`config.mk`:
```
export PLATFORM = sky130hd
export DESIGN_NAME = framed_command_actuator_controller_core
export DESIGN_NICKNAME = d
export VERILOG_FILES = /design/src/rtl/fcac_pkg.sv /design/src/rtl/fcac_csr.sv /design/src/rtl/fcac_front.sv /design/src/rtl/fcac_queue.sv /design/src/rtl/fcac_back.sv /design/src/rtl/framed_command_actuator_controller_core.sv
export SDC_FILE = /design/constraint.sdc
export NUM_CORES = 1
export LEC_CHECK = 0
export BUFFER_PORTS_ARGS = -buffer_cell sky130_fd_sc_hd__buf_2
export CAP_MARGIN = 20
export CORE_MARGIN = 2
export CORE_UTILIZATION = 64
export DETAILED_ROUTE_END_ITERATION = 6
export HOLD_SLACK_MARGIN = 0.03
export PLACE_DENSITY = 0.88
export SYNTH_ARGS = -nofsm -noshare
export SYNTH_HDL_FRONTEND = slang
export SYNTH_SLANG_ARGS = --single-unit
```
`constraint.sdc`:
```
create_clock -name clock -period 9.9 [get_ports clock]
set_input_delay 1.485 -clock clock [delete_from_list [all_inputs] [get_ports clock]]
set_output_delay 1.485 -clock clock [all_outputs]
set_load 0.005 [all_outputs]
```
`src/rtl/fcac_pkg.sv`:
```
// ----------------------------------------------------------------------------
// fcac_pkg
// Shared types and constants for the framed command actuator controller:
// transfer payloads, queue entries, frame phases and command codes.
// ----------------------------------------------------------------------------
package fcac_pkg;

   // pwm counter period and derived widths
   localparam int PWM_PERIOD = 255;
   localparam int TICK_W     = (PWM_PERIOD > 2) ? $clog2(PWM_PERIOD) : 1;
   localparam int PUMP_W     = 8;
   localparam int GATE_CMP_W = (TICK_W > PUMP_W) ? TICK_W : PUMP_W;

   // decoupling queue between front and back
   localparam int QUEUE_DEPTH = 2;
   localparam int QPTR_W      = $clog2(QUEUE_DEPTH);
   localparam int QCNT_W      = $clog2(QUEUE_DEPTH + 1);

   // configuration port
   localparam int CSR_ADDR_W = 5;
   localparam int CSR_DATA_W = 32;

   typedef enum logic [2:0] {
      REG_BASE_SPEED = 3'd0,
      REG_ARM_STRIDE = 3'd1,
      REG_PUMP_STEP  = 3'd2,
      REG_SERVO_LOW  = 3'd3,
      REG_SERVO_HIGH = 3'd4
   } reg_index_type;

   // register reset values
   localparam logic [7:0] BASE_SPEED_RESET = 8'd35;
   localparam logic [7:0] ARM_STRIDE_RESET = 8'd10;
   localparam logic [7:0] PUMP_STEP_RESET  = 8'd25;
   localparam logic [9:0] SERVO_LOW_RESET  = 10'd52;
   localparam logic [9:0] SERVO_HIGH_RESET = 10'd256;

   // actuator state reset values and limits
   localparam logic [9:0]        SERVO_RESET = 10'd154;
   localparam logic [PUMP_W-1:0] PUMP_MAX    = 8'd255;

   // frame bytes
   localparam logic [7:0] BYTE_OPEN  = 8'h28;
   localparam logic [7:0] BYTE_CLOSE = 8'h29;

   // command bytes
   localparam logic [7:0] CMD_FORWARD    = 8'h41;
   localparam logic [7:0] CMD_BACKWARD   = 8'h42;
   localparam logic [7:0] CMD_LEFT       = 8'h43;
   localparam logic [7:0] CMD_RIGHT      = 8'h44;
   localparam logic [7:0] CMD_SERVO_UP   = 8'h45;
   localparam logic [7:0] CMD_SERVO_DOWN = 8'h46;
   localparam logic [7:0] CMD_PUMP_UP    = 8'h47;
   localparam logic [7:0] CMD_PUMP_DOWN  = 8'h48;
   localparam logic [7:0] CMD_STOP       = 8'h4D;

   // bridge drive patterns
   localparam logic [7:0] PAT_FORWARD  = 8'h05;
   localparam logic [7:0] PAT_BACKWARD = 8'h0A;
   localparam logic [7:0] PAT_LEFT     = 8'h02;
   localparam logic [7:0] PAT_RIGHT    = 8'h04;
   localparam logic [7:0] PAT_STOP     = 8'h00;

   // frame parser phase
   typedef enum logic [1:0] {
      PH_IDLE = 2'd0,
      PH_CMD  = 2'd1,
      PH_TERM = 2'd2
   } phase_type;

   // classified action handed from front to back
   typedef enum logic [2:0] {
      ACT_NONE       = 3'd0,
      ACT_TICK       = 3'd1,
      ACT_BRIDGE     = 3'd2,
      ACT_SERVO_UP   = 3'd3,
      ACT_SERVO_DOWN = 3'd4,
      ACT_PUMP_UP    = 3'd5,
      ACT_PUMP_DOWN  = 3'd6,
      ACT_UNKNOWN    = 3'd7
   } act_type;

   typedef struct packed {
      act_type    act;
      logic [7:0] pattern;
   } entry_type;

   typedef struct packed {
      logic [7:0] arm_stride;
      logic [7:0] pump_step;
      logic [9:0] servo_low;
      logic [9:0] servo_high;
   } cfg_type;

   typedef struct packed {
      logic       command;
      logic [7:0] rx_byte;
   } req_type;

   typedef struct packed {
      logic [7:0]        bridge_pattern;
      logic [9:0]        servo_duty;
      logic [PUMP_W-1:0] pump_level;
      logic              pump_gate;
      logic              frame_executed;
   } rsp_type;

endpackage

```
`src/rtl/fcac_csr.sv`:
```
// ----------------------------------------------------------------------------
// fcac_csr
// Configuration registers behind an apb-style port; write on access phase,
// combinational read data, always ready.
// ----------------------------------------------------------------------------
module fcac_csr (
   input  logic                              clock,
   input  logic                              reset,
   input  logic                              psel,
   input  logic                              penable,
   input  logic                              pwrite,
   input  logic [fcac_pkg::CSR_ADDR_W-1:0]   paddr,
   input  logic [fcac_pkg::CSR_DATA_W-1:0]   pwdata,
   output logic [fcac_pkg::CSR_DATA_W-1:0]   prdata,
   output logic                              pready,
   output fcac_pkg::cfg_type                 cfg
);
   import fcac_pkg::*;

   logic [7:0] base_speed_ff, base_speed_in;
   logic [7:0] arm_stride_ff, arm_stride_in;
   logic [7:0] pump_step_ff,  pump_step_in;
   logic [9:0] servo_low_ff,  servo_low_in;
   logic [9:0] servo_high_ff, servo_high_in;
   logic       wr_en;
   logic [2:0] reg_idx;

   assign pready  = 1'b1;
   assign wr_en   = psel & penable & pwrite;
   assign reg_idx = paddr[4:2];

   // register write decode
   always_comb begin
      base_speed_in = base_speed_ff;
      arm_stride_in = arm_stride_ff;
      pump_step_in  = pump_step_ff;
      servo_low_in  = servo_low_ff;
      servo_high_in = servo_high_ff;
      if (wr_en) begin
         unique case (reg_idx)
            REG_BASE_SPEED: base_speed_in = pwdata[7:0];
            REG_ARM_STRIDE: arm_stride_in = pwdata[7:0];
            REG_PUMP_STEP:  pump_step_in  = pwdata[7:0];
            REG_SERVO_LOW:  servo_low_in  = pwdata[9:0];
            REG_SERVO_HIGH: servo_high_in = pwdata[9:0];
            default: ;
         endcase
      end
   end

   always_ff @(posedge clock) begin
      if (reset) begin
         base_speed_ff <= BASE_SPEED_RESET;
         arm_stride_ff <= ARM_STRIDE_RESET;
         pump_step_ff  <= PUMP_STEP_RESET;
         servo_low_ff  <= SERVO_LOW_RESET;
         servo_high_ff <= SERVO_HIGH_RESET;
      end else begin
         base_speed_ff <= base_speed_in;
         arm_stride_ff <= arm_stride_in;
         pump_step_ff  <= pump_step_in;
         servo_low_ff  <= servo_low_in;
         servo_high_ff <= servo_high_in;
      end
   end

   // read mux
   always_comb begin
      prdata = '0;
      unique case (reg_idx)
         REG_BASE_SPEED: prdata = CSR_DATA_W'(base_speed_ff);
         REG_ARM_STRIDE: prdata = CSR_DATA_W'(arm_stride_ff);
         REG_PUMP_STEP:  prdata = CSR_DATA_W'(pump_step_ff);
         REG_SERVO_LOW:  prdata = CSR_DATA_W'(servo_low_ff);
         REG_SERVO_HIGH: prdata = CSR_DATA_W'(servo_high_ff);
         default:        prdata = '0;
      endcase
   end

   assign cfg.arm_stride = arm_stride_ff;
   assign cfg.pump_step  = pump_step_ff;
   assign cfg.servo_low  = servo_low_ff;
   assign cfg.servo_high = servo_high_ff;

endmodule

```
`src/rtl/fcac_front.sv`:
```
// ----------------------------------------------------------------------------
// fcac_front
// Frame parser: accepts input transfers, tracks the frame phase and turns
// each item into one classified action for the back end.
// ----------------------------------------------------------------------------
module fcac_front (
   input  logic                 clock,
   input  logic                 reset,
   input  logic                 req_valid,
   output logic                 req_stall,
   input  fcac_pkg::req_type    req_data,
   input  logic                 queue_full,
   output logic                 push,
   output fcac_pkg::entry_type  entry
);
   import fcac_pkg::*;

   phase_type  phase_ff, phase_in;
   logic [7:0] held_cmd_ff, held_cmd_in;
   logic       accept;
   logic       is_byte;

   assign req_stall = queue_full;
   assign accept    = req_valid & ~queue_full;
   assign is_byte   = accept & ~req_data.command;

   // next frame phase and held command
   always_comb begin
      phase_in    = phase_ff;
      held_cmd_in = held_cmd_ff;
      if (is_byte) begin
         unique case (phase_ff)
            PH_IDLE: phase_in = (req_data.rx_byte == BYTE_OPEN) ? PH_CMD : PH_IDLE;
            PH_CMD: begin
               if (req_data.rx_byte == BYTE_CLOSE) begin
                  phase_in = PH_IDLE;
               end else begin
                  phase_in    = PH_TERM;
                  held_cmd_in = req_data.rx_byte;
               end
            end
            PH_TERM: phase_in = PH_IDLE;
            default: phase_in = PH_IDLE;
         endcase
      end
   end

   always_ff @(posedge clock) begin
      if (reset) begin
         phase_ff    <= PH_IDLE;
         held_cmd_ff <= '0;
      end else begin
         phase_ff    <= phase_in;
         held_cmd_ff <= held_cmd_in;
      end
   end

   // classify the item
   always_comb begin
      push          = accept;
      entry.act     = ACT_NONE;
      entry.pattern = PAT_STOP;
      if (req_data.command) begin
         entry.act = ACT_TICK;
      end else if (phase_ff == PH_TERM) begin
         unique case (held_cmd_ff)
            CMD_FORWARD: begin
               entry.act     = ACT_BRIDGE;
               entry.pattern = PAT_FORWARD;
            end
            CMD_BACKWARD: begin
               entry.act     = ACT_BRIDGE;
               entry.pattern = PAT_BACKWARD;
            end
            CMD_LEFT: begin
               entry.act     = ACT_BRIDGE;
               entry.pattern = PAT_LEFT;
            end
            CMD_RIGHT: begin
               entry.act     = ACT_BRIDGE;
               entry.pattern = PAT_RIGHT;
            end
            CMD_STOP: begin
               entry.act     = ACT_BRIDGE;
               entry.pattern = PAT_STOP;
            end
            CMD_SERVO_UP:   entry.act = ACT_SERVO_UP;
            CMD_SERVO_DOWN: entry.act = ACT_SERVO_DOWN;
            CMD_PUMP_UP:    entry.act = ACT_PUMP_UP;
            CMD_PUMP_DOWN:  entry.act = ACT_PUMP_DOWN;
            default:        entry.act = ACT_UNKNOWN;
         endcase
      end
   end

endmodule

```
`src/rtl/fcac_queue.sv`:
```
// ----------------------------------------------------------------------------
// fcac_queue
// Short queue of classified actions between the front and back ends.
// ----------------------------------------------------------------------------
module fcac_queue (
   input  logic                 clock,
   input  logic                 reset,
   input  logic                 push,
   input  fcac_pkg::entry_type  push_entry,
   input  logic                 pop,
   output fcac_pkg::entry_type  head,
   output logic                 empty,
   output logic                 full
);
   import fcac_pkg::*;

   entry_type            slot_ff [QUEUE_DEPTH];
   logic [QPTR_W-1:0]    wr_ptr_ff, wr_ptr_in;
   logic [QPTR_W-1:0]    rd_ptr_ff, rd_ptr_in;
   logic [QCNT_W-1:0]    count_ff, count_in;

   assign empty = (count_ff == '0);
   assign full  = (count_ff == QCNT_W'(QUEUE_DEPTH));
   assign head  = slot_ff[rd_ptr_ff];

   // pointer and fill count update
   always_comb begin
      wr_ptr_in = wr_ptr_ff;
      rd_ptr_in = rd_ptr_ff;
      count_in  = count_ff;
      if (push) begin
         wr_ptr_in = (wr_ptr_ff == QPTR_W'(QUEUE_DEPTH - 1)) ? '0 : wr_ptr_ff + 1'b1;
      end
      if (pop) begin
         rd_ptr_in = (rd_ptr_ff == QPTR_W'(QUEUE_DEPTH - 1)) ? '0 : rd_ptr_ff + 1'b1;
      end
      if (push && !pop) begin
         count_in = count_ff + 1'b1;
      end else if (pop && !push) begin
         count_in = count_ff - 1'b1;
      end
   end

   always_ff @(posedge clock) begin
      if (reset) begin
         wr_ptr_ff <= '0;
         rd_ptr_ff <= '0;
         count_ff  <= '0;
      end else begin
         wr_ptr_ff <= wr_ptr_in;
         rd_ptr_ff <= rd_ptr_in;
         count_ff  <= count_in;
      end
   end

   // entry storage
   always_ff @(posedge clock) begin
      if (push) begin
         slot_ff[wr_ptr_ff] <= push_entry;
      end
   end

   // fill count bounded by depth
   a_count_bound: assert property (@(posedge clock) disable iff (reset)
      count_ff <= QCNT_W'(QUEUE_DEPTH))
      else $error("queue count above depth");

   // no pop from an empty queue, no push into a full one
   a_no_underflow: assert property (@(posedge clock) disable iff (reset)
      pop |-> !empty)
      else $error("queue pop while empty");

   a_no_overflow: assert property (@(posedge clock) disable iff (reset)
      push |-> !full)
      else $error("queue push while full");

   // push without pop grows the count by one
   a_count_grow: assert property (@(posedge clock) disable iff (reset)
      (push && !pop) |=> (count_ff == $past(count_ff) + 1'b1))
      else $error("queue count did not grow on push");

endmodule

```
`src/rtl/fcac_back.sv`:
```
// ----------------------------------------------------------------------------
// fcac_back
// Actuator back end: applies queued actions to the bridge, servo, pump and
// pwm counter state and holds the result in an output register.
// ----------------------------------------------------------------------------
module fcac_back (
   input  logic                 clock,
   input  logic                 reset,
   input  fcac_pkg::cfg_type    cfg,
   input  fcac_pkg::entry_type  head,
   input  logic                 empty,
   output logic                 pop,
   output logic                 rsp_valid,
   input  logic                 rsp_stall,
   output fcac_pkg::rsp_type    rsp_data
);
   import fcac_pkg::*;

   logic [7:0]        drive_ff, drive_in;
   logic [9:0]        servo_ff, servo_in;
   logic [PUMP_W-1:0] pump_ff,  pump_in;
   logic [TICK_W-1:0] tick_ff,  tick_in;
   logic              rsp_valid_ff, rsp_valid_in;
   rsp_type           rsp_ff, rsp_in;
   logic              executed;
   logic [10:0]       servo_sum;
   logic [10:0]       servo_diff;
   logic [8:0]        pump_sum;

   // take the next action when the output register is free or draining
   assign pop = ~empty & (~rsp_valid_ff | ~rsp_stall);

   assign servo_sum  = {1'b0, servo_ff} + {3'b000, cfg.arm_stride};
   assign servo_diff = {1'b0, servo_ff} - {3'b000, cfg.arm_stride};
   assign pump_sum   = {1'b0, pump_ff} + {1'b0, cfg.pump_step};

   // actuator state update
   always_comb begin
      drive_in = drive_ff;
      servo_in = servo_ff;
      pump_in  = pump_ff;
      tick_in  = tick_ff;
      executed = 1'b0;
      if (pop) begin
         unique case (head.act)
            ACT_NONE: ;
            ACT_TICK: begin
               tick_in = (tick_ff == TICK_W'(PWM_PERIOD - 1)) ? '0 : tick_ff + 1'b1;
            end
            ACT_BRIDGE: begin
               drive_in = head.pattern;
               executed = 1'b1;
            end
            ACT_SERVO_UP: begin
               executed = 1'b1;
               if (servo_ff < cfg.servo_high) begin
                  servo_in = (servo_sum > {1'b0, cfg.servo_high}) ?
                             cfg.servo_high : servo_sum[9:0];
               end
            end
            ACT_SERVO_DOWN: begin
               executed = 1'b1;
               if (servo_ff > cfg.servo_low) begin
                  servo_in = (servo_diff[10] || (servo_diff[9:0] < cfg.servo_low)) ?
                             cfg.servo_low : servo_diff[9:0];
               end
            end
            ACT_PUMP_UP: begin
               executed = 1'b1;
               if (pump_ff != PUMP_MAX) begin
                  pump_in = pump_sum[8] ? PUMP_MAX : pump_sum[PUMP_W-1:0];
               end
            end
            ACT_PUMP_DOWN: begin
               executed = 1'b1;
               pump_in  = (cfg.pump_step >= pump_ff) ? '0 : pump_ff - cfg.pump_step;
            end
            ACT_UNKNOWN: executed = 1'b1;
            default: ;
         endcase
      end
   end

   // output register
   always_comb begin
      rsp_valid_in = rsp_valid_ff & rsp_stall;
      rsp_in       = rsp_ff;
      if (pop) begin
         rsp_valid_in          = 1'b1;
         rsp_in.bridge_pattern = drive_in;
         rsp_in.servo_duty     = servo_in;
         rsp_in.pump_level     = pump_in;
         rsp_in.pump_gate      = GATE_CMP_W'(tick_in) < GATE_CMP_W'(pump_in);
         rsp_in.frame_executed = executed;
      end
   end

   always_ff @(posedge clock) begin
      if (reset) begin
         drive_ff     <= PAT_STOP;
         servo_ff     <= SERVO_RESET;
         pump_ff      <= '0;
         tick_ff      <= '0;
         rsp_valid_ff <= 1'b0;
      end else begin
         drive_ff     <= drive_in;
         servo_ff     <= servo_in;
         pump_ff      <= pump_in;
         tick_ff      <= tick_in;
         rsp_valid_ff <= rsp_valid_in;
      end
   end

   always_ff @(posedge clock) begin
      rsp_ff <= rsp_in;
   end

   assign rsp_valid = rsp_valid_ff;
   assign rsp_data  = rsp_ff;

   // a tick never reports a completed frame
   a_tick_no_exec: assert property (@(posedge clock) disable iff (reset)
      (pop && head.act == ACT_TICK) |=> !rsp_ff.frame_executed)
      else $error("tick reported as executed frame");

   // pwm counter stays inside its period
   a_tick_range: assert property (@(posedge clock) disable iff (reset)
      tick_ff <= TICK_W'(PWM_PERIOD - 1))
      else $error("pwm counter out of range");

   // pump gate in the result matches the stored duty and counter
   a_gate_match: assert property (@(posedge clock) disable iff (reset)
      pop |=> (rsp_ff.pump_gate == (GATE_CMP_W'(tick_ff) < GATE_CMP_W'(pump_ff))))
      else $error("pump gate mismatch");

endmodule

```
`src/rtl/framed_command_actuator_controller_core.sv`:
```
// ----------------------------------------------------------------------------
// framed_command_actuator_controller_core
// Parses framed serial commands and pwm ticks and drives the bridge, servo
// and pump outputs, one result transfer per input transfer.
// ----------------------------------------------------------------------------
//
//   channel   direction  payload      handshake
//   req_      in         req_type     req_valid / req_stall
//   rsp_      out        rsp_type     rsp_valid / rsp_stall
//   csr       in/out     32-bit apb   psel / penable / pready
//
// one item per cycle while req_stall is low; a result passes from its input
// transfer through a queue slot, then the output register
// the two-entry queue lets the parser keep taking items while a result waits
// reset is synchronous and returns registers and actuator state to defaults
// req_stall rises only when the queue is full, which needs rsp_stall held
// ----------------------------------------------------------------------------
module framed_command_actuator_controller_core (
   input  logic                              clock,
   input  logic                              reset,
   input  logic                              req_valid,
   output logic                              req_stall,
   input  fcac_pkg::req_type                 req_data,
   output logic                              rsp_valid,
   input  logic                              rsp_stall,
   output fcac_pkg::rsp_type                 rsp_data,
   input  logic                              psel,
   input  logic                              penable,
   input  logic                              pwrite,
   input  logic [fcac_pkg::CSR_ADDR_W-1:0]   paddr,
   input  logic [fcac_pkg::CSR_DATA_W-1:0]   pwdata,
   output logic [fcac_pkg::CSR_DATA_W-1:0]   prdata,
   output logic                              pready
);
   import fcac_pkg::*;

   cfg_type   cfg;
   entry_type push_entry;
   entry_type head;
   logic      push;
   logic      pop;
   logic      empty;
   logic      full;

   // configuration registers
   fcac_csr u_csr (
      .clock   (clock),
      .reset   (reset),
      .psel    (psel),
      .penable (penable),
      .pwrite  (pwrite),
      .paddr   (paddr),
      .pwdata  (pwdata),
      .prdata  (prdata),
      .pready  (pready),
      .cfg     (cfg)
   );

   // frame parser
   fcac_front u_front (
      .clock      (clock),
      .reset      (reset),
      .req_valid  (req_valid),
      .req_stall  (req_stall),
      .req_data   (req_data),
      .queue_full (full),
      .push       (push),
      .entry      (push_entry)
   );

   // action queue
   fcac_queue u_queue (
      .clock      (clock),
      .reset      (reset),
      .push       (push),
      .push_entry (push_entry),
      .pop        (pop),
      .head       (head),
      .empty      (empty),
      .full       (full)
   );

   // actuator back end
   fcac_back u_back (
      .clock     (clock),
      .reset     (reset),
      .cfg       (cfg),
      .head      (head),
      .empty     (empty),
      .pop       (pop),
      .rsp_valid (rsp_valid),
      .rsp_stall (rsp_stall),
      .rsp_data  (rsp_data)
   );

endmodule
```
==> results by group <==
Run status
  – Status: completed

Synthesis
  – Compound-gate portion of the synthesized area: 19.1%
  – Synthesized area: 8990 µm²
  – Ys Warns: 0
  – Syn Inst Count: 1014
  – Unique masters post-synth: 89
  – Multiplexer share of the synthesized area: 5.40%
  – Mean Syn Cell Area: 8.87 µm²
  – Adder-Cell Fraction of Synth Area: 12.0%
  – Synth Area in Simple Gates: 19.2%
  – Yosys reg bits: 136
  – Ys async rst share: 0%
  – Register area share after synthesis: 35.0%
  – Ys flop type: dfxtp_1
  – Area contributors post-synth: dfxtp_1 21%, edfxtp_1 14%, ha_1 11%
  – Yosys top cell by area: dfxtp_1
  – Post-synth EDFFs: 42
  – Largest family of logic cells by synthesized area: simple AND/OR/NAND/NOR gates
  – Share of the synthesized area in the top cell type: 20.9%
  – Synth Area in XOR/XNOR: 2.34%

Critical path
  – Required time of the worst setup path: 10.06 ns
  – CP Capture Type: register
  – Crit path cell chain: inv_1 > ha_1 > or3b_1 > a311o_1 > o211ai_1 > xnor2_1 > ha_1 > a211oi_1 > nand2_1 > o311ai_2 > o21ai_2 > o2111a_1 > a211o_1
  – Crit path arrival time: 4.89 ns
  – Delay of the slowest critical-path stage: 0.68 ns
  – CP startpoint kind: register
  – Critical path class: register to register
  – Slowest CP cell: o311ai_2
  – Most used cell, CP: ha_1
  – Crit Path Max Fanout: 11

Finish
  – Design area: 9950 µm²
  – Most frequent cells in the layout: 97 x nor2_1, 94 x dfxtp_1, 91 x nand2_1
  – Commonest non-fill, non-tap cell in the layout: nor2_1
  – Share of layout cells above drive strength 1: 12.7%
  – Fill count: 1019
  – Area growth syn-to-layout: 10.7%
  – Inserted Diodes: 0
  – Nets: 1199
  – Finished Layout Cells: 1255

Timing
  – Fin Clk Skew: 0.00682 ns
  – Hold Fails Final Rpt: 0
  – Setup ws final: 5.18 ns
  – Slew headroom: 33.6%
  – Endpoints failing setup: 0
  – Maximum clock frequency: 212 MHz
  – Tmin final: 4.72 ns
  – RSZ-0062 raised after global routing: no
  – Pins Over Slew Limit: 0
  – Setup_tns: 0 ns
  – Tightest Pin Transition: 0.996 ns
  – Period utilization: 47.7%

Clock network
  – Setup Buffers After CTS: 0
  – CTS Hold Bufs: 0
  – CTS Root Cell: clkbuf_16
  – Clk buf depth: 2
  – CTS sink cnt: 136
  – Post-cts resize count: 0
  – CTS tree: yes
  – Clock-pin slew of the registers on the worst-case setup and hold paths: 0.06 ns
  – Total CTS buffers: 17
  – Worst skew pair latency: 0.43 ns
  – H-tree levels: 4

Detailed routing
  – Avg WL per Cell: 18.0 µm
  – Drt initial violations: 817
  – Drc violations: 0
  – Final wirelength: 22600 µm
  – Via count: 7768
  – Avg Vias per Cell: 6.19
  – Final ANT Viol Nets: 0
  – Initial DRT Pass Iterations: 6

GRT
  – Vias in the first global route: 7226
  – Global-route wire length before repair: 36100 µm
  – Overflow after GRT: 0
  – Initial antenna violation count: 0
  – Largest net degree at the start of global routing: 96
  – Gr usage total: 31.1%

Placement
  – Gpl congestion: 0.955
  – Cells after DPL: 1221
  – Post-DP HPWL: 16400 µm
  – Worst slack, placed: 5.30 ns
  – DP Area: 9310 µm²
  – Port Buffers: 68

Power and ir drop
  – Worst VDD drop: 0.148 mV
  – Tot Pwr: 2230 µW
  – Static leakage: 0.00413 µW
  – Pwr Density: 224 nW/µm²

Floorplan
  – Die height: 123 µm
  – Core Area: 13800 µm²
  – # rows: 43
  – Top Ports: 116
  – Initial Util: 65.0%
  – Die Wd: 123 µm
  – Die area: 15000 µm²

Worst hold path
  – Hold Path Class: register to register

Run
  – Max_cap viols: 0
## cell usage after synthesis, drive strengths merged, types with 4 or more instances
library cell / n
and3: 8
a211oi: 8
or3: 8
or2: 6
o221ai: 4
a211o: 8
a21oi: 53
mux2i: 39
o311ai: 4
nor3b: 4
and2: 10
edfxtp: 42
fa: 4
dfxtp: 94
o21a: 9
nand2: 92
clkbuf: 28
nand3: 21
o22ai: 9
nor2b: 31
o2111ai: 6
xnor2: 14
a22oi: 18
o21bai: 8
nor2: 98
nand2b: 11
buf: 37
ha: 80
nor3: 18
mux2: 6
nand4: 18
o31ai: 7
inv: 71
o31a: 4
nand3b: 10
o21ai: 41
a21o: 10
xor2: 10
a31oi: 12
o211ai: 11
## area by class of cell
type                    instances  area [µm²]  share of cell area (%)
clock inverters                11         171                    1.72
clock buffers                  21         462                    4.64
inverters                      71         267                    2.68
flip-flops and latches        136        3140                    31.6
multi-input cells             763        5310                    53.4
repair buffers                 73         375                    3.77
well taps                     180         225                    2.26
## report_power, final
group | switching [µW] | total, µW | leakage [µW] | internal [µW]
clock | 239 | 675 | 0.000304 | 436
combinational | 477 | 806 | 0.00266 | 330
sequential | 58.9 | 746 | 0.00116 | 687
## layer usage
layer	global-route usage [%]	up-vias	share of wire, %
met5	0	-	0
li1	-	3705	-
met3	6.51	69	7.5
met4	15.2	0	4.0
met2	51.0	340	47
met1	38.9	3654	41
## worst max-delay path: cells and delay by family (launching register included)
kind / cells / cell delay [ns]
AOI/OAI and AO/OA: 7 / 2.41
DFF: 1 / 0.46
adders and majority gates: 2 / 0.83
xor gates and xnor gates: 1 / 0.18
buffers and inverters: 1 / 0.08
and+or+nand+nor: 2 / 0.49
## logic make-up after synthesis
kind of cell,count (synthesis)
AOI/OAI and AO/OA,241
xor gates and xnor gates,24
adders and majority gates,84
buffers and inverters,136
DFF,136
muxes,45
other,2
and+or+nand+nor,346
## through the flow
step	hold slack, ns	util (%)
5_1_grt	0.495	72.0
4_1_cts	0.455	71.9
3_5_place_dp	0.447	67.3
2_1_floorplan	0.437	-
6_report	0.457	72.0
3_3_place_gp	0.443	67.3
## registers in the layout, indices dropped and copies added (netlist names), 2 cells and up, named ones only
name and flops:
u_back.drive_ff 8, u_front.phase_ff 2, u_csr.servo_low_ff 10, u_csr.pump_step_ff 8, u_queue.count_ff 2, u_csr.base_speed_ff 8, u_back.rsp_data 28, u_front.held_cmd_ff 8
u_back.tick_ff 8, u_back.servo_ff 10, u_csr.arm_stride_ff 8, u_back.pump_ff 8, u_csr.servo_high_ff 10, u_queue.slot_ff 14
## path summary, 6_finish.rpt
check / startpoint / endpoint / slack (ns) / depth (start not counted)
max: u_csr.arm_stride_ff[4] / u_back.rsp_data[13] / 5.18 / 13
min: u_csr.base_speed_ff[3] / u_csr.base_speed_ff[3] / 0.46 / 2
max reg2reg: u_csr.arm_stride_ff[4] / u_back.rsp_data[13] / 5.18 / 13
min reg2reg: u_csr.base_speed_ff[3] / u_csr.base_speed_ff[3] / 0.46 / 2
Note: power is estimated with default switching activity, not from simulation.
